==> config.mk <==
export PLATFORM = sky130hd
export DESIGN_NAME = srqe_div
export DESIGN_NICKNAME = d
export VERILOG_FILES = /design/src/srqe_pkg.sv /design/src/srqe_div.sv
export SDC_FILE = /design/constraint.sdc
export NUM_CORES = 2
export LEC_CHECK = 0
export BUFFER_PORTS_ARGS = -buffer_cell sky130_fd_sc_hd__buf_4
export CAP_MARGIN = 20
export CORE_UTILIZATION = 42
export DETAILED_ROUTE_END_ITERATION = 12
export GPL_ROUTABILITY_DRIVEN = 1
export MAX_ROUTING_LAYER = met4
export PLACE_DENSITY = 0.68
export SYNTH_ARGS = -nofsm -noshare
export SYNTH_HDL_FRONTEND = slang
export SYNTH_SLANG_ARGS = --single-unit
==> constraint.sdc <==
create_clock -name i_clk -period 10.15 [get_ports i_clk]
set_input_delay 0.5075 -clock i_clk [delete_from_list [all_inputs] [get_ports i_clk]]
set_output_delay 0.5075 -clock i_clk [all_outputs]
set_load 0.02 [all_outputs]
==> src/srqe_pkg.sv <==
package srqe_pkg;

    localparam int DIV_STAGES = 32;
    localparam int NUM_W      = 63;
    localparam int DEN_W      = 31;
    localparam int LANES      = 4;

    localparam logic [1:0] CORNER_BR = 2'd3;

    typedef enum logic [2:0] {
        REG_CLIP_X      = 3'd0,
        REG_CLIP_Y      = 3'd1,
        REG_CLIP_WIDTH  = 3'd2,
        REG_CLIP_HEIGHT = 3'd3,
        REG_CLIP_ENABLE = 3'd4
    } t_reg_idx;

    typedef struct packed {
        logic [31:0] x;
        logic [31:0] y;
        logic [30:0] w;
        logic [30:0] h;
        logic [31:0] u1;
        logic [31:0] v1;
        logic [31:0] u2;
        logic [31:0] v2;
        logic [31:0] color;
    } t_sprite;

    typedef struct packed {
        logic [31:0] x;
        logic [31:0] y;
        logic [30:0] w;
        logic [30:0] h;
        logic        en;
    } t_cfg;

    // lane order: u left, u right, v top, v bottom
    typedef struct packed {
        logic        reject;
        logic [31:0] x_lo;
        logic [31:0] x_hi;
        logic [31:0] y_lo;
        logic [31:0] y_hi;
        logic [31:0] u1;
        logic [31:0] u2;
        logic [31:0] v1;
        logic [31:0] v2;
        logic [3:0]  neg;
        logic [31:0] color;
    } t_side;

endpackage

==> src/srqe_div.sv <==
module srqe_div (
    input  logic                       i_clk,
    input  logic                       i_en,
    input  logic [srqe_pkg::NUM_W-1:0] i_num,
    input  logic [srqe_pkg::DEN_W-1:0] i_den,
    output logic [31:0]                o_quo
);

    localparam int N = srqe_pkg::DIV_STAGES;

    logic [30:0] r_rem [N];
    logic [31:0] r_lq  [N];
    logic [30:0] r_den [N];
    logic [30:0] src_rem [N];
    logic [31:0] src_lq  [N];
    logic [30:0] src_den [N];

    for (genvar g = 0; g < N; g++) begin : g_stage
        logic [31:0] t;
        logic [31:0] diff;
        logic        ge;

        if (g == 0) begin : g_first
            assign src_rem[g] = i_num[62:32];
            assign src_lq[g]  = i_num[31:0];
            assign src_den[g] = i_den;
        end else begin : g_next
            assign src_rem[g] = r_rem[g-1];
            assign src_lq[g]  = r_lq[g-1];
            assign src_den[g] = r_den[g-1];
        end

        assign t    = {src_rem[g], src_lq[g][31]};
        assign ge   = t >= {1'b0, src_den[g]};
        assign diff = t - {1'b0, src_den[g]};

        always_ff @(posedge i_clk) begin
            if (i_en) begin
                r_rem[g] <= ge ? diff[30:0] : t[30:0];
                r_lq[g]  <= {src_lq[g][30:0], ge};
                r_den[g] <= src_den[g];
            end
        end
    end

    assign o_quo = r_lq[N-1];

endmodule

=== Word level (Yosys, flattened, before mapping) ===
Memory sizes are Yosys's and may differ from the RTL's.
Index checks and enable logic that the tools add are counted.

* Bits in registers: 0
* Bits in latches: 0
* RAM bits: 3008
* Bits in read-only memories: 0
* Input port bits: 96
* Output and inout bits: 32
* Word-level logic and storage cells: 101
* Memories: 3

{| class="wikitable"
|+ Memory list
! memory !! words !! width !! read ports !! clocked after Yosys merged registers in !! write ports !! RTL line !! text
|-
| r_lq || 32 || 32 || 32 || 0 || 32 || srqe_div.sv:12 || <nowiki>logic [31:0] r_lq [N];</nowiki>
|-
| r_den || 32 || 31 || 31 || 0 || 32 || srqe_div.sv:13 || <nowiki>logic [30:0] r_den [N];</nowiki>
|-
| r_rem || 32 || 31 || 31 || 0 || 32 || srqe_div.sv:11 || <nowiki>logic [30:0] r_rem [N];</nowiki>
|}

* Add/subtract/negate cells: 32
* $mul: 0
* Divide/modulo/power cells: 0
* $lt $le $gt $ge: 32
* Equality and inequality tests: 0
* Shift-type cells: 0
* Mux-type cells: 34
* Bitwise operators: 0
* Reduce and logical (&&, ||, !) cells: 0

{| class="wikitable"
|+ Operator list
! cell !! count
|-
| $ge 32x31->1 || 32
|-
| $mux 31 || 32
|-
| $sub 31x31->31 || 32
|-
| $mux 1 || 2
|}

=== Depth between registers and ports, before layout ===
* Depth after elaboration: 2
* Mapped depth: 16
* Depth with buffers taken out: 14

=== Worst setup path before layout ===
OpenSTA, ideal clock, no wires.

* Path type: input to register
* From: in i_num[31] in the netlist's numbering
* To: mem r_rem[0][30], data pin
* Library setup time: 264 ps
* Arrival time: 3150 ps
* Data required time: 9886 ps
* Path slack: 6737 ps
* Cell stages on the path: 14
* Buffers on the path: 0
* Cells stage by stage: inv_1 > ha_1 > fa_1 > nand2b_1 > a211oi_1 > o211ai_1 > o21ai_2 > a31oi_1 > a31o_2 > o21ai_0 > a31oi_1 > nand2b_1 > a21oi_1 > a2bb2oi_1

{| class="wikitable"
|+ RTL lines
! what !! RTL line !! text
|-
| from (decl) || srqe_div.sv:4 || <nowiki>input logic [srqe_pkg::NUM_W-1:0] i_num,</nowiki>
|-
| to (decl) || srqe_div.sv:11 ||
|}

==> out/results.tsv <==
metric	value	unit
Fmax	0.225	GHz
Distinct cells, synth	97	
register area share after synthesis	59.4	%
TritonCTS buffer count	327	
Hold Crit Class	primary input to register	
min Tclk post-route	4450	ps
critical path peak fanout	61	
clock tree sinks	2946	
startpoint types	register	
met3 GRT Util	1.98	%
vias per cell	5.23	
Initial DRC Count	6306	
Post-DP Area	156000	um2
num ports	128	
sequential share of power	36.4	%
Gate power share	41.1	%
Initial Utilization	42.2	%
wire per inst	17.2	um
largest net degree at the start of global routing	194	
area delta synth->final	12.5	%
TritonCTS clock tree	yes	
clock-pin slew on the worst setup and hold paths	60	ps
Most Crowded Layer GR	met2	
post-CTS setup buffers	0	
DP HPWL	214000	um
post-route ant nets	0	
Internal Power	34.5	mW
H-tree depth	5	
Psw	18.6	mW
run status	complete, no violations	
Crit. End Element	register	
Clock Tree Root	clkbuf_16	
Skew-Pair Late Insertion Delay	960	ps
share of cells above drive strength 1	9.18	%
Setup Viol. Count Final	0	
Fin Setup TNS	0	ps
dominant synthesized flop cell	edfxtp_1	
grt met2 use	29.6	%
#FFs+latches synth	2946	
Congestion Overflow GR	0	
Peak supply drop	0.266	mV
Sw Share	35.1	%
final total power	53.1	mW
drt drc	0	
Final Cycle Share	43.9	%
count of final max-slew check failures	0	
Clk pwr share	22.6	%
post-synthesis area per instance	12.4	um2
worst-margin pin slew	1140	ps
vias	90900	
die width	597	um
CP required	10800	ps
# resized after CTS	0	
die area	357000	um2
Power per Cell Area	317	nW/um2
initial antenna violation count	1	
WL final	298000	um
Mapped Nets	13100	
P_leak	67.2	nW
row cnt	218	
Mapped Area	149000	um2
drt pass-1 iters	6	
Slew headroom	23.8	%
met1 GRT Util	19.7	%
Worst Clk Skew	102	ps
IO buf count	127	
global-route usage over all layers	16.8	%
Final Cell Area	168000	um2
vias in the first global route	88700	
first-pass GRT wire length	472000	um
clock tree buffer depth	4	
CP Class	register to register	
Die Height	597	um
maxcap violations	0	
final-report hold violation count	0	
Post-synth EDFFs	2946	
Critical Path AT	5100	ps
Gate Count Post-Synth	12000	
layout net count	13500	
async set-or-reset flop fraction in the synthesized netlist	0	%
final core utilization	47.5	%
Synth Warn #	0	
RePlAce Congestion	0.943	
RSZ-0062 raised after global routing	false	
core area	353000	um2
## synth_stat cells (30+ instances only)
cell      count  area share (%)
fa_1         31            0.42
clkbuf_1    120            0.30
nor3_1      108            0.36
or3_1        34            0.14
nand2_1     699             1.8
xor2_1      314             1.8
nand3_1     142            0.48
buf_2        58            0.19
mux2_2      327             2.5
o31ai_1      63            0.32
edfxtp_1   2946              59
a31o_2       33            0.19
ha_1        992             8.3
nand4_1     129            0.54
a21oi_1     995             3.3
o211ai_1     35            0.18
a211oi_1     59            0.30
inv_1      1218             3.1
or2_2        35            0.15
xnor2_1     507             3.0
o21ai_0     644             2.2
nand2b_1    155            0.65
and3_1       86            0.36
nor2b_1     147            0.62
a21o_1      539             2.7
o21bai_1    119            0.60
o21a_1      121            0.61
o21ai_1      31            0.10
a21boi_0     30            0.15
and2_1       36            0.15
nor2_1      686             1.7
a31oi_1      91            0.38
## area by class of cell
class,instances,area [um2]
fill,31000,185000
antenna,1,2.50
timing repair buffer,286,2570
multi-input combinational,7623,55100
tap,4730,5920
clock buffer,394,8500
inverter,1218,4570
sequential,2946,88500
clock inverter,198,2390
## sequential cells by signal, indices dropped and copies added, names as in the netlist
| signal | flops |
|---|---|
| r_rem | 961 |
| r_den | 961 |
| r_lq | 1024 |
## per-layer routing
layer / up-vias / routed length [um] / share of wire (%)
met5: - / 0 / 0
met4: 0 / 10300 / 3.5
met3: 586 / 10800 / 3.6
met2: 1683 / 152000 / 51
met1: 43700 / 125000 / 42
li1: 45000 / - / -
## per-stage QoR
stage / setup WS [ps] / cells / hold WS (ps)
after floorplan: 6740 / 12000 / 400
after global placement: 5780 / 16700 / 401
after detailed placement: 5710 / 16700 / 405
after CTS: 5720 / 17400 / 28.4
after global routing: 5420 / 17400 / 101
final: 5700 / 17400 / 125
## cell families (layout without fill, tap and decap cells)
kind of cell / after synthesis / in the layout / synth area share [%]
simple gates: 2361 / 2361 / 7.50
other cells: 0 / 1 / 0
flops: 2946 / 2946 / 59.4
fa+ha+maj: 1023 / 1023 / 8.75
mux: 383 / 383 / 2.94
buf+inv: 1425 / 2096 / 3.70
xor+xnor: 821 / 821 / 4.83
compound gates: 3035 / 3035 / 12.9
## power by group through the flow
stage / combinational, mW / clock [mW] / sequential (mW)
finish: 21.8 / 12.0 / 19.3
global route: 24.3 / 12.8 / 19.6
CTS: 21.7 / 12.3 / 19.4
detailed placement: 21.5 / 0 / 19.6
global placement: 21.2 / 0 / 19.6
floorplan: 17.3 / 0 / 18.6
## placed cells by master, fill, tap and decap left out, types with 31 or more instances in the layout
cell           instances
xor2_1               314
and3_1                86
a21oi_1              995
xnor2_1              507
o211ai_1              35
nor3_1               107
clkbuf_1              64
inv_1               1218
and2_1                36
or2_2                 35
fa_1                  31
a21o_1               539
a31oi_1               89
nand2_1              699
or3_1                 34
o21ai_0              644
bufinv_16             41
o21a_1               120
a31o_2                33
o21bai_1             119
nand2b_1             155
a211oi_1              58
mux2_2               327
clkbuf_16            330
ha_1                 992
clkinv_2              48
nor2b_1              147
nand4_1              129
nor2_1               685
clkinv_1              56
dlygate4sd3_1         93
edfxtp_1            2946
o31ai_1               61
nand3_1              140
buf_4                177
## final timing paths
check	slack, ps	start	cells past startpoint	endpoint
setup / recovery	5700	r_den[6][0]	13	r_rem[7][0]
hold / removal	130	i_en	1	r_lq[9][30]
hold reg to reg	340	r_lq[1][28]	0	r_lq[2][29]
setup reg to reg	5700	r_den[6][0]	13	r_rem[7][0]
## critical path: stages, from the launching register on
cell and delay [ps]:
edfxtp_1 470, ha_1 240, fa_1 220, nor2b_1 50, o21ai_0 170, nand2b_1 140
a211oi_1 400, o21ai_1 220, a221oi_2 600, a21boi_0 390, o21ai_0 220, a21oi_4 150
buf_4 460, mux2i_1 440
## timing repair
action / in CTS / in global routing
hold endpoints to repair: 93 / 0
endpoints found under the setup margin: 0 / 0
hold buffers: 93 / 0
(Power assumes the default switching activity.)
