--- src/srqe_pkg.sv ---
package srqe_pkg;

    localparam int DIV_STAGES = 32;
    localparam int NUM_W      = 63;
    localparam int DEN_W      = 31;
    localparam int LANES      = 4;

    localparam logic [1:0] CORNER_BR = 2'd3;

    typedef enum logic [2:0] {
        REG_CLIP_X      = 3'd0,
        REG_CLIP_Y      = 3'd1,
        REG_CLIP_WIDTH  = 3'd2,
        REG_CLIP_HEIGHT = 3'd3,
        REG_CLIP_ENABLE = 3'd4
    } t_reg_idx;

    typedef struct packed {
        logic [31:0] x;
        logic [31:0] y;
        logic [30:0] w;
        logic [30:0] h;
        logic [31:0] u1;
        logic [31:0] v1;
        logic [31:0] u2;
        logic [31:0] v2;
        logic [31:0] color;
    } t_sprite;

    typedef struct packed {
        logic [31:0] x;
        logic [31:0] y;
        logic [30:0] w;
        logic [30:0] h;
        logic        en;
    } t_cfg;

    // lane order: u left, u right, v top, v bottom
    typedef struct packed {
        logic        reject;
        logic [31:0] x_lo;
        logic [31:0] x_hi;
        logic [31:0] y_lo;
        logic [31:0] y_hi;
        logic [31:0] u1;
        logic [31:0] u2;
        logic [31:0] v1;
        logic [31:0] v2;
        logic [3:0]  neg;
        logic [31:0] color;
    } t_side;

endpackage

--- src/srqe_emit.sv ---
module srqe_emit (
    input  logic                 i_clk,
    input  logic                 i_rst_n,
    input  logic                 i_valid,
    input  srqe_pkg::t_side      i_side,
    input  logic [31:0]          i_quo [srqe_pkg::LANES],
    input  logic                 i_ready,
    output logic                 o_take,
    output logic                 o_valid,
    output logic [159:0]         o_data,
    output logic [1:0]           o_corner,
    output logic                 o_last
);

    logic signed [32:0] qs [srqe_pkg::LANES];
    logic signed [32:0] u1f, u2f, v1f, v2f;

    for (genvar g = 0; g < srqe_pkg::LANES; g++) begin : g_sign
        assign qs[g] = i_side.neg[g] ? -$signed({1'b0, i_quo[g]}) : $signed({1'b0, i_quo[g]});
    end

    assign u1f = $signed({i_side.u1[31], i_side.u1}) + qs[0];
    assign u2f = $signed({i_side.u2[31], i_side.u2}) - qs[1];
    assign v1f = $signed({i_side.v1[31], i_side.v1}) + qs[2];
    assign v2f = $signed({i_side.v2[31], i_side.v2}) - qs[3];

    logic        r_busy;
    logic [1:0]  r_corner;
    logic [31:0] r_x [2];
    logic [31:0] r_y [2];
    logic [31:0] r_u [2];
    logic [31:0] r_v [2];
    logic [31:0] r_color;

    assign o_take = !r_busy || (i_ready && r_corner == srqe_pkg::CORNER_BR);

    always_ff @(posedge i_clk) begin
        if (!i_rst_n) begin
            r_busy   <= 1'b0;
            r_corner <= '0;
        end else if (o_take) begin
            r_busy   <= i_valid && !i_side.reject;
            r_corner <= '0;
        end else if (i_ready) begin
            r_corner <= r_corner + 2'd1;
        end
        if (o_take) begin
            r_x[0]  <= i_side.x_lo;
            r_x[1]  <= i_side.x_hi;
            r_y[0]  <= i_side.y_lo;
            r_y[1]  <= i_side.y_hi;
            r_u[0]  <= u1f[31:0];
            r_u[1]  <= u2f[31:0];
            r_v[0]  <= v1f[31:0];
            r_v[1]  <= v2f[31:0];
            r_color <= i_side.color;
        end
    end

    assign o_valid  = r_busy;
    assign o_corner = r_corner;
    assign o_last   = r_corner == srqe_pkg::CORNER_BR;
    assign o_data   = {r_color, r_v[r_corner[0]], r_u[r_corner[1]],
                       r_y[r_corner[0]], r_x[r_corner[1]]};

endmodule

--- config.mk ---
export PLATFORM = sky130hd
export DESIGN_NAME = srqe_emit
export DESIGN_NICKNAME = d
export VERILOG_FILES = /design/src/srqe_pkg.sv /design/src/srqe_emit.sv
export SDC_FILE = /design/constraint.sdc
export NUM_CORES = 1
export LEC_CHECK = 0
export BUFFER_PORTS_ARGS = -buffer_cell sky130_fd_sc_hd__buf_4
export CAP_MARGIN = 20
export CELL_PAD_IN_SITES_DETAIL_PLACEMENT = 0
export CELL_PAD_IN_SITES_GLOBAL_PLACEMENT = 1
export CORE_ASPECT_RATIO = 2
export CORE_UTILIZATION = 35
export CTS_CLUSTER_DIAMETER = 30
export DETAILED_ROUTE_END_ITERATION = 7
export GPL_ROUTABILITY_DRIVEN = 0
export PLACE_DENSITY = 0.71
export SYNTH_ARGS = -nofsm -noshare
export SYNTH_HDL_FRONTEND = slang
export SYNTH_SLANG_ARGS = --single-unit
export TNS_END_PERCENT = 100
--- constraint.sdc ---
create_clock -name i_clk -period 23 [get_ports i_clk]
set_input_delay 3.45 -clock i_clk [delete_from_list [all_inputs] [get_ports i_clk]]
set_output_delay 3.45 -clock i_clk [all_outputs]
set_load 0.05 [all_outputs]
# Word-level counts from Yosys, hierarchy flattened
# Memories as Yosys holds them, arrays and structs flattened. A register that Yosys moved wholly into a read port is not among the register bits.
# Cells that the tools add are included.
# word_totals
register_bits,35
latchBits,0
ramBits,256
mem_bits_ro,0
inputBits,425
output_inout_bits,165
elab_cells,38
mem_count,4
# memory_table
memory,words,width,read_ports,rd_ports_with_merged_regs,write_ports,line,source
r_u,2,32,1,1,2,srqe_emit.sv:31,logic [31:0] r_u [2];
r_v,2,32,1,1,2,srqe_emit.sv:32,logic [31:0] r_v [2];
r_x,2,32,1,1,2,srqe_emit.sv:29,logic [31:0] r_x [2];
r_y,2,32,1,1,2,srqe_emit.sv:30,logic [31:0] r_y [2];
# classes
addsub,9
n_mul,0
n_div,0
order_cmp,0
eq_ne,1
shifts,0
n_mux,14
bitwise,1
n_reduce_logical,6
# ops
cell,count
$mux W32,4
$neg A32 Y32,4
$add A32 B32 Y32,2
$sub A32 B32 Y32,2
$mux W1,10
$add A2 B1 Y2 const B,1
$eq A2 B2 Y1 const B,1
$logic_and A1 B1 Y1,2
$logic_not A1 Y1,2
$reduce_or A2 Y1,1
$logic_or A1 B1 Y1,1
$not A1 Y1,1

# Longest topological paths before layout
# Gate-level depths: netlist of the first run.
# logic_depth
ltp_word,5
depth_mapped,20
ltp_nobuf,19

# Worst setup path after synthesis of the first run
# Ideal clock, no wire load.
# synth_timing
path_type,input to output
from,input i_ready
to,output o_take
arrival_ns,9.851
t_required_ns,19.550
slack_ns,9.699
stages,2
n_path_buf,0
path_cell_list,nand2_1 nand2_1
# synth_via
elab_chain_len,2
# synth_rtl
item,line,source
"start, declared",srqe_emit.sv:7,"input logic i_ready,"
$logic_and A1 B1 Y1,srqe_emit.sv:35,assign o_take = !r_busy || (i_ready && r_corner == srqe_pkg::CORNER_BR);
$logic_or A1 B1 Y1,srqe_emit.sv:35,
"end, declared",srqe_emit.sv:8,"output logic o_take,"
# No other way between the ends.

# Final worst setup path of the first run
# Same ends and word-level chain as after synthesis.

==> results of run 1 <==
how the worst max path moves through the flow:
stage / end / depth (start not counted) / from
CTS: o_take / 4 / i_ready
global route: o_take / 4 / i_ready
detailed placement: o_take / 4 / i_ready
floorplan: o_take / 2 / i_ready
global placement: o_take / 4 / i_ready
finish: o_take / 4 / i_ready
critical path, delay by kind of cell:
kind / cells / cell delay, ns
buffers and inverters: 2 / 0.44
AND/OR/NAND/NOR: 2 / 0.82
kinds of logic after synthesis:
family,after synthesis
AO/OA/AOI/OAI,459
buffers and inverters,91
flip-flops,293
multiplexers,131
XOR/XNOR,236
AND/OR/NAND/NOR,376
adder cells (fa/ha/maj),144
placed cells by master, fill, tap and decap left out, types with 15 or more instances in the layout:
cell type	count
a21oi_1	129
or3_1	22
edfxtp_1	288
a21o_1	76
buf_4	591
a31oi_1	17
o21bai_1	16
clkbuf_16	50
xor2_1	103
nor2b_1	20
nand3_1	34
o31ai_1	39
o21ai_0	89
xnor2_1	133
nor2_1	76
nand2_1	105
inv_1	43
nand2b_1	22
nand4_1	15
mux2_2	128
ha_1	140
metal layers:
layer	global-route usage (%)	part of all wire [%]	routed length, µm	vias to the layer above
met1	20.9	33	21700	7628
met3	7.19	8.3	5430	112
met5	0	0.20	130	-
met2	45.0	55	36000	564
met4	8.38	3.0	1950	20
li1	-	-	-	7757
final cells by class:
| cell class | instances | area share (%) |
|---|---|---|
| antenna | 7 | 0.0670 |
| multi-input combinational | 1346 | 39.3 |
| clock inverter | 41 | 1.46 |
| tap | 676 | 3.24 |
| sequential | 293 | 33.5 |
| clock buffer | 51 | 4.80 |
| inverter | 43 | 0.618 |
| timing repair buffer | 592 | 17.1 |
state kept, by name, summed over array words and instances, names as in the netlist, named ones only:
| signal | count |
|---|---|
| r_x | 64 |
| o_valid | 1 |
| r_u | 64 |
| r_color | 32 |
| o_corner | 2 |
| r_v | 64 |
| r_y | 64 |
power groups by stage:
stage | combinational [mW] | clock (mW) | sequential (mW)
floorplan | 0.478 | 0 | 0.753
global placement | 0.734 | 0 | 0.740
detailed placement | 0.736 | 0 | 0.742
CTS | 0.741 | 0.737 | 0.734
global route | 0.789 | 0.759 | 0.741
finish | 0.737 | 0.720 | 0.732
==> flow_summary.toml, run 1 <==
[global_route]
grt_pass1_wl_um = 96300
antenna_found_initial = 17
grt.total_usage_pct = 22.6
grt_start_max_net_pins = 144
overflow = 0
grt_pass1_vias = 16800

[sta]
setup_slack_ns = 14.82
finClkSkew_ns = 0.0276
min_period_ns = 8.18
fmax_mhz = 122
setup_viol = 0
tns_ns = 0
finalCritPeriodShare_pct = 35.6
tightest_slew_ns = 1.05
grt_setup_unrepaired = "false"
whs_ns = 0.556
hold_viol_final = 0
relSlewSlack_pct = 30.1
drv_slew = 0

[setup_path]
cpMostUsedCell = "buf_4"
rr_startpoint = "o_corner[0]"
crit_path_max_fanout = 77
timing.rr.end = "r_x[0][10]"
r2r_slack_ns = 20.17
worstPathRequired_ns = 19.55
worstPathArrival_ns = 4.73
endpoint_kind = "output pin"
cp_cell_sequence = "buf_4 > nand2_1 > nand2_4 > buf_4"
ff2ff_path_depth = 4
critPathLaunchType = "input port"
critical_path.max_stage_delay_ns = 0.73
crit_slowest_cell = "nand2_4"
worstSetupPathType = "input port to output pin"

[floorplan]
die_x_um = 168
rows = 121
start_util_pct = 35.5
dieArea_mm2 = 0.0563
core_mm2 = 0.0545
dieHeight_um = 334
io_pins = 590

[routing]
drt_iter0_drc = 797
drt_wl_total_um = 65200
wire_per_inst_um = 21.4
postRouteAntennaNets = 0
drc = 0
viasPerCell = 5.27
vias = 16100
drtPass1Iterations = 5

[power_and_ir_drop]
power.share.sequential_pct = 33.4
p_switching_uw = 763
p_leak_nw = 11.1
finalPower_mw = 2.19
p_sw_share_pct = 34.9
ir_drop_mv = 0.0689
intPower_mw = 1.43
combPwrFrac_pct = 33.7
power_density_mw_per_mm2 = 83.7
clockPowerShare_pct = 32.9

[logic_synthesis]
yosys.area_share.simple_pct = 9.91
synth-compound-area-share_pct = 15.3
ys_ff_latch = 293
synth_warnings = 0
synth_top_cell_area_share_pct = 44.7
synth_commonest_cells = "edfxtp_1 (288), ha_1 (140), xnor2_1 (133), a21oi_1 (129), mux2_2 (128)"
syn-num-nets = 2299
ys_seq_area_share_pct = 45.2
netlist_area_mm2 = 0.0193
synth_most_common_cell = "edfxtp_1"
syn_area_per_cell_um2 = 11.2
synth_adder_area_share_pct = 9.47
synth_edf_count = 288
synthTopCellsByArea = "edfxtp_1 (45%), ha_1 (9.1%), mux2_2 (7.5%)"
synth.largest_area_cell = "edfxtp_1"
synth_cell_types = 71
synth_top_family_by_area = "compound AO/OA/AOI/OAI gates"
synth_xor_area_share_pct = 10.7
syn_inst = 1730
synth_mux_area_share_pct = 7.61
synthFlopType = "edfxtp_1"
async_flop_share_pct = 0

[clock_network]
cts_made_buffers = 50
clockRootBuffer = "clkbuf_16"
cts_resized = 0
cts_tree = "done"
clkSinkCount = 293
clk_latency_ns = 0.57
clkTransAtPathRegs_ns = 0.06
hold_buffers = 0
clk_path_buf_depth = 3
cts_setup_buffers = 0
htree_num_levels = 2

[final_layout]
utilization_pct = 48.0
stdcell_area_mm2 = 0.0261
layout.nets = 2895
final_cells = 3049
syn_to_final_growth_pct = 35.1
drive_above_1_share_pct = 34.9
seqCellArea_mm2 = 0.00876
nFillCells = 5081
multiInputGateArea_mm2 = 0.0103

[min_path]
worstHoldStart = "o_valid"
hp-class = "flop to flop"
holdPathStages = 2

[placement]
post-place-ws_ns = 14.78
dp_hpwl_um = 53100
postPlaceCellArea_mm2 = 0.0245
placedCellCount = 2950
port_buffers = 589

[run]
maxCapViolCount = 0

[outcome]
run_status = "complete, no violations"
No activity file was read; power rests on OpenSTA's default activity.
==> run 2: changes to the inputs <==
PLACE_DENSITY = 0.74   (was 0.71)
clock period = 6.65 ns   (was 23 ns; I/O delays follow)
==> run 2 against run 1 <==
Compared with the run above:
- hold slack improved by 0.033 ns
- clock skew shrank 0.0023 ns
- sequential cell count is the same
- setup slack lost 13 ns
- non-clock buffer count rose by 2
- critical path type is now input port to flop
- critical endpoint is now r_u[0][29]
- largest power group unchanged
==> flow_summary.toml, run 2 (synthesis results as in run 1) <==
[outcome]
run_status = "complete, no violations"

[sta]
whs_ns = 0.589
tns_ns = 0
tightest_slew_ns = 0.992
setup_viol = 0
finClkSkew_ns = 0.0253
min_period_ns = 4.80
hold_viol_final = 0
fmax_mhz = 208
drv_slew = 0
relSlewSlack_pct = 33.3
grt_setup_unrepaired = "false"
finalCritPeriodShare_pct = 72.2

[routing]
viasPerCell = 5.36
vias = 16300
drt_wl_total_um = 65200
drtPass1Iterations = 5
drc = 0
drt_iter0_drc = 844
wire_per_inst_um = 21.4
postRouteAntennaNets = 0

[placement]
dp_hpwl_um = 53300
postPlaceCellArea_mm2 = 0.0245
port_buffers = 589

[global_route]
grt_pass1_vias = 16800
overflow = 0
antenna_found_initial = 16
grt_start_max_net_pins = 137
grt_pass1_wl_um = 96700
grt.total_usage_pct = 22.7

[setup_path]
worst_path_dominant_cell_family = "simple AND/OR/NAND/NOR gates"
endpoint_kind = "flop"
cp_cell_sequence = "buf_4 > or2_1 > or3_1 > or3_1 > or4_1 > a21oi_1 > buf_4 > and2_1 > xnor2_1 > ha_1 > a21o_1 > a21oi_1 > nor2b_1 > o21a_1 > o21a_1 > o21ai_0 > or4b_1 > a21oi_1 > xnor2_1"
cpMostUsedCell = "a21oi_1"
path_buf_inv = 2
worstPathArrival_ns = 5.10
worstSetupPathType = "input port to flop"
worstPathRequired_ns = 6.95
crit_path_max_fanout = 5
critPathLaunchType = "input port"
critical_path.max_stage_delay_ns = 0.45
crit_slowest_cell = "or4b_1"

[min_path]
hp-class = "flop to flop"

[floorplan]
io_pins = 590
core_mm2 = 0.0545
dieArea_mm2 = 0.0563
rows = 121
die_x_um = 168
dieHeight_um = 334
start_util_pct = 35.5

[power_and_ir_drop]
p_leak_nw = 11.0
ir_drop_mv = 0.194
finalPower_mw = 7.36
power_density_mw_per_mm2 = 283

[final_layout]
syn_to_final_growth_pct = 34.4
layout_common_cells = "buf_4 (593), edfxtp_1 (288), ha_1 (140), xnor2_1 (133), a21oi_1 (129)"
drive_above_1_share_pct = 34.8
stdcell_area_mm2 = 0.0260
layout.nets = 2894
layout_commonest_cell = "buf_4"

[clock_network]
cts_made_buffers = 47
cts_setup_buffers = 0
clk_path_buf_depth = 3
cts_tree = "done"
clkTransAtPathRegs_ns = 0.06
cts_resized = 0
clkSinkCount = 293
clockRootBuffer = "clkbuf_16"
htree_num_levels = 2
hold_buffers = 0
clk_latency_ns = 0.57

[run]
maxCapViolCount = 0
-- run 2: worst paths after layout --
path | depth (start not counted) | end | slack (ns) | startpoint
worst max register to register | 5 | r_x[0][0] | 3.74 | o_corner[1]
worst max-delay path | 19 | r_u[0][29] | 1.85 | i_quo[107]
worst min-delay path | 2 | flop | 0.59 | o_corner[1]
worst min register to register | 2 | flop | 0.59 | o_corner[1]
-- run 2: power by group --
part	total (mW)	leakage (nW)	switching, mW	internal [mW]
clock network	2.27	0.721	0.944	1.33
logic	2.56	7.32	1.58	0.976
registers	2.53	3.00	0.0973	2.44
-- run 2: area by class of cell --
class | instances | area, µm²
Fill cell | 5156 | 28500
Multi-Input combinational cell | 1346 | 10300
Sequential cell | 293 | 8750
Timing Repair Buffer | 594 | 4470
Clock buffer | 49 | 1180
Tap cell | 676 | 846
Clock inverter | 35 | 295
Inverter | 43 | 161
Antenna cell | 5 | 12.5
-- run 2: per-layer routing --
metal / share of wire, % / vias to the layer above / track usage, % / wire length (µm)
li1: - / 7756 / - / -
met1: 33 / 7741 / 21.6 / 21800
met2: 54 / 639 / 43.8 / 34900
met3: 8.7 / 132 / 7.10 / 5700
met4: 4.0 / 24 / 9.71 / 2580
met5: 0.25 / - / 0 / 161
-- run 2: per-stage QoR --
stage | worst slack (ns) | utilization [%] | std cells
6_report | 1.85 | 47.7 | 3041
5_1_grt | 1.62 | 47.7 | 3040
4_1_cts | 1.88 | 47.7 | 3036
3_5_place_dp | 1.27 | 45.0 | 2952
3_3_place_gp | 1.28 | 45.0 | 2952
2_1_floorplan | 0.704 | - | 1730
-- run 2: worst register-to-register path: stages (launching register included) --
cell and delay [ns]:
dfxtp_1 0.39, ha_1 0.19, nand2_1 0.15, nand2_8 0.42, buf_4 0.69, buf_4 0.65
==> run 3: changes to the inputs <==
ABC_AREA = 1   (was default)
PLACE_DENSITY = 0.73   (was 0.74)
clock period = 4.45 ns   (was 6.65 ns; I/O delays follow)
==> run 3 against run 2 <==
Compared with the run above:
- clock-buffer cell count is 8 higher
- wire length is 54% higher
- clock power is 83% higher
- non-clock buffer count stayed put
- critical path type unchanged
==> flow_summary.toml, run 3 <==
[power_and_ir_drop]
clockPowerShare_pct = 33.6
power.share.sequential_pct = 30.6
p_switching_mw = 4.90
p_sw_share_pct = 39.7
p_leak_nw = 15.5
combPwrFrac_pct = 35.8
power_density_mw_per_mm2 = 398
intPower_mw = 7.45
ir_drop_mv = 0.348

[routing]
viasPerCell = 4.88
wire_per_inst_um = 21.4
drt_iter0_drc = 1063
drtPass1Iterations = 5
postRouteAntennaNets = 0
drc = 0
vias = 22900
drt_wl_total_um = 100000

[logic_synthesis]
synth_top_cell_area_share_pct = 36.6
synth_most_common_cell = "nand2_1"
syn_area_per_cell_um2 = 7.55
ys_seq_area_share_pct = 37.0
synth_cell_types = 48
synth.largest_area_cell = "edfxtp_1"
async_flop_share_pct = 0
synthFlopType = "edfxtp_1"
syn-num-nets = 3696
ys_ff_latch = 293
synthTopCellsByArea = "edfxtp_1 (37%), nand2_1 (16%), inv_1 (7.7%)"
netlist_area_mm2 = 0.0236
syn_inst = 3127
synth_edf_count = 288
synth_warnings = 0
synth_commonest_cells = "nand2_1 (1023), inv_1 (485), nor2_1 (325), edfxtp_1 (288), nand3_1 (170)"

[clock_network]
cts_resized = 0
clkSinkCount = 293
clk_path_buf_depth = 3
cts_tree = "done"
clockRootBuffer = "clkbuf_16"
clkTransAtPathRegs_ns = 0.07
htree_num_levels = 2
cts_made_buffers = 54
hold_buffers = 0
cts_setup_buffers = 0
clk_latency_ns = 0.63

[placement]
dp_hpwl_um = 85200
port_buffers = 589
placedCellCount = 4577

[floorplan]
dieHeight_um = 369
dieArea_mm2 = 0.0686
start_util_pct = 35.4
core_mm2 = 0.0667
die_x_um = 186
rows = 134
io_pins = 590

[final_layout]
layout_commonest_cell = "nand2_1"
layout.nets = 4319
syn_to_final_growth_pct = 31.2
drive_above_1_share_pct = 23.9
final_cells = 4688
utilization_pct = 46.4
layout_common_cells = "nand2_1 (1022), buf_4 (591), inv_1 (485), nor2_1 (325), edfxtp_1 (288)"

[setup_path]
startpoint = "i_quo[6]"
critPathLaunchType = "input port"
crit_path_max_fanout = 5
worstPathArrival_ns = 3.67
worstSetupPathType = "input port to flop"
rr_startpoint = "o_corner[0]"
endpoint_kind = "flop"
cpMostUsedCell = "nand2_1"
cp_cell_sequence = "buf_4 > nor2_1 > nand2_1 > nor3_1 > nand3_1 > nand2_1 > nand2_1 > nand2_1 > o21ai_0 > ha_1 > nand2_1 > inv_1 > nand2_1 > inv_1 > nand2_1 > inv_1 > a21oi_1 > nand2_1 > nand2_1 > nand2_1"
crit_slowest_cell = "ha_1"
critical_path.max_stage_delay_ns = 0.49
worstPathRequired_ns = 4.83

[sta]
relSlewSlack_pct = 28.6
whs_ns = 0.205
fmax_mhz = 303
drv_slew = 0
grt_setup_unrepaired = "false"
finalCritPeriodShare_pct = 74.0
tightest_slew_ns = 1.07
min_period_ns = 3.29
hold_viol_final = 0
setup_viol = 0
tns_ns = 0
finClkSkew_ns = 0.0493

[global_route]
overflow = 0
grt.total_usage_pct = 28.8
grt_pass1_vias = 23700
grt_pass1_wl_um = 142000
grtUsageMet3_pct = 7.45
top_usage_layer = "met2"
gr-usage-met2_pct = 56.7
antenna_found_initial = 21
met1_usage_pct = 23.6
grt_start_max_net_pins = 92

[run]
maxCapViolCount = 0

[outcome]
run_status = "complete, no violations"

[min_path]
worstHoldStart = "i_side[208]"
hp-class = "input port to flop"
run 3: cell type report:
| type | instances | area, µm² |
|---|---|---|
| fill | 7036 | 35700 |
| multi-input combinational | 2316 | 12900 |
| clock buffer | 57 | 1360 |
| inverter | 491 | 1840 |
| clock inverter | 45 | 502 |
| timing repair buffer | 594 | 4480 |
| antenna | 8 | 20.0 |
| tap | 884 | 1110 |
| sequential | 293 | 8760 |
run 3: per-layer routing:
metal | vias up | share of wire (%)
met1 | 10400 | 31
li1 | 11300 | -
met3 | 297 | 7.1
met2 | 806 | 54
met5 | - | 0.19
met4 | 28 | 7.8
run 3: power groups by stage:
| stage | Sequential, mW | Combinational, mW | Clock, mW |
|---|---|---|---|
| after floorplan | 3.83 | 2.68 | 0 |
| after global placement | 3.82 | 4.41 | 0 |
| after detailed placement | 3.84 | 4.40 | 0 |
| after CTS | 3.78 | 4.42 | 4.22 |
| after global routing | 3.82 | 4.74 | 4.32 |
| final | 3.78 | 4.42 | 4.15 |
run 3: final timing paths:
| kind | endpoint | slack [ns] | cells past startpoint |
|---|---|---|---|
| setup / recovery | r_v[1][27] | 1.16 | 20 |
| hold reg to reg | flop | 0.55 | 2 |
| hold / removal | r_y[0][12] | 0.21 | 1 |
| setup reg to reg | r_u[0][31] | 2.02 | 4 |
run 3: stage by stage:
stage,worst slack [ns],instance area [µm²],power [mW]
2_1_floorplan,0.298,23600,6.51
3_3_place_gp,0.480,29100,8.23
3_5_place_dp,0.473,29100,8.23
4_1_cts,1.14,31000,12.4
5_1_grt,0.824,31000,12.9
6_report,1.16,31000,12.3
run 3: cells by family (layout without fill, tap and decap cells):
group                    after synthesis  in the layout  share of synthesized area, %
buffers and inverters                518           1187                          8.36
AO/OA/AOI/OAI                        187            187                          4.48
XOR/XNOR                             166            166                          6.19
multiplexers                         129            129                          6.15
flip-flops                           293            293                          37.0
other                                  0              8                             0
adder cells (fa/ha/maj)              144            144                          7.76
AND/OR/NAND/NOR                     1690           1690                          30.0
run 3: worst max-delay path, delay by kind of cell:
| kind | cells | cell delay [ns] |
|---|---|---|
| AO/OA/AOI/OAI | 2 | 0.57 |
| adder cells (fa/ha/maj) | 1 | 0.49 |
| buffers and inverters | 4 | 0.30 |
| AND/OR/NAND/NOR | 13 | 1.63 |
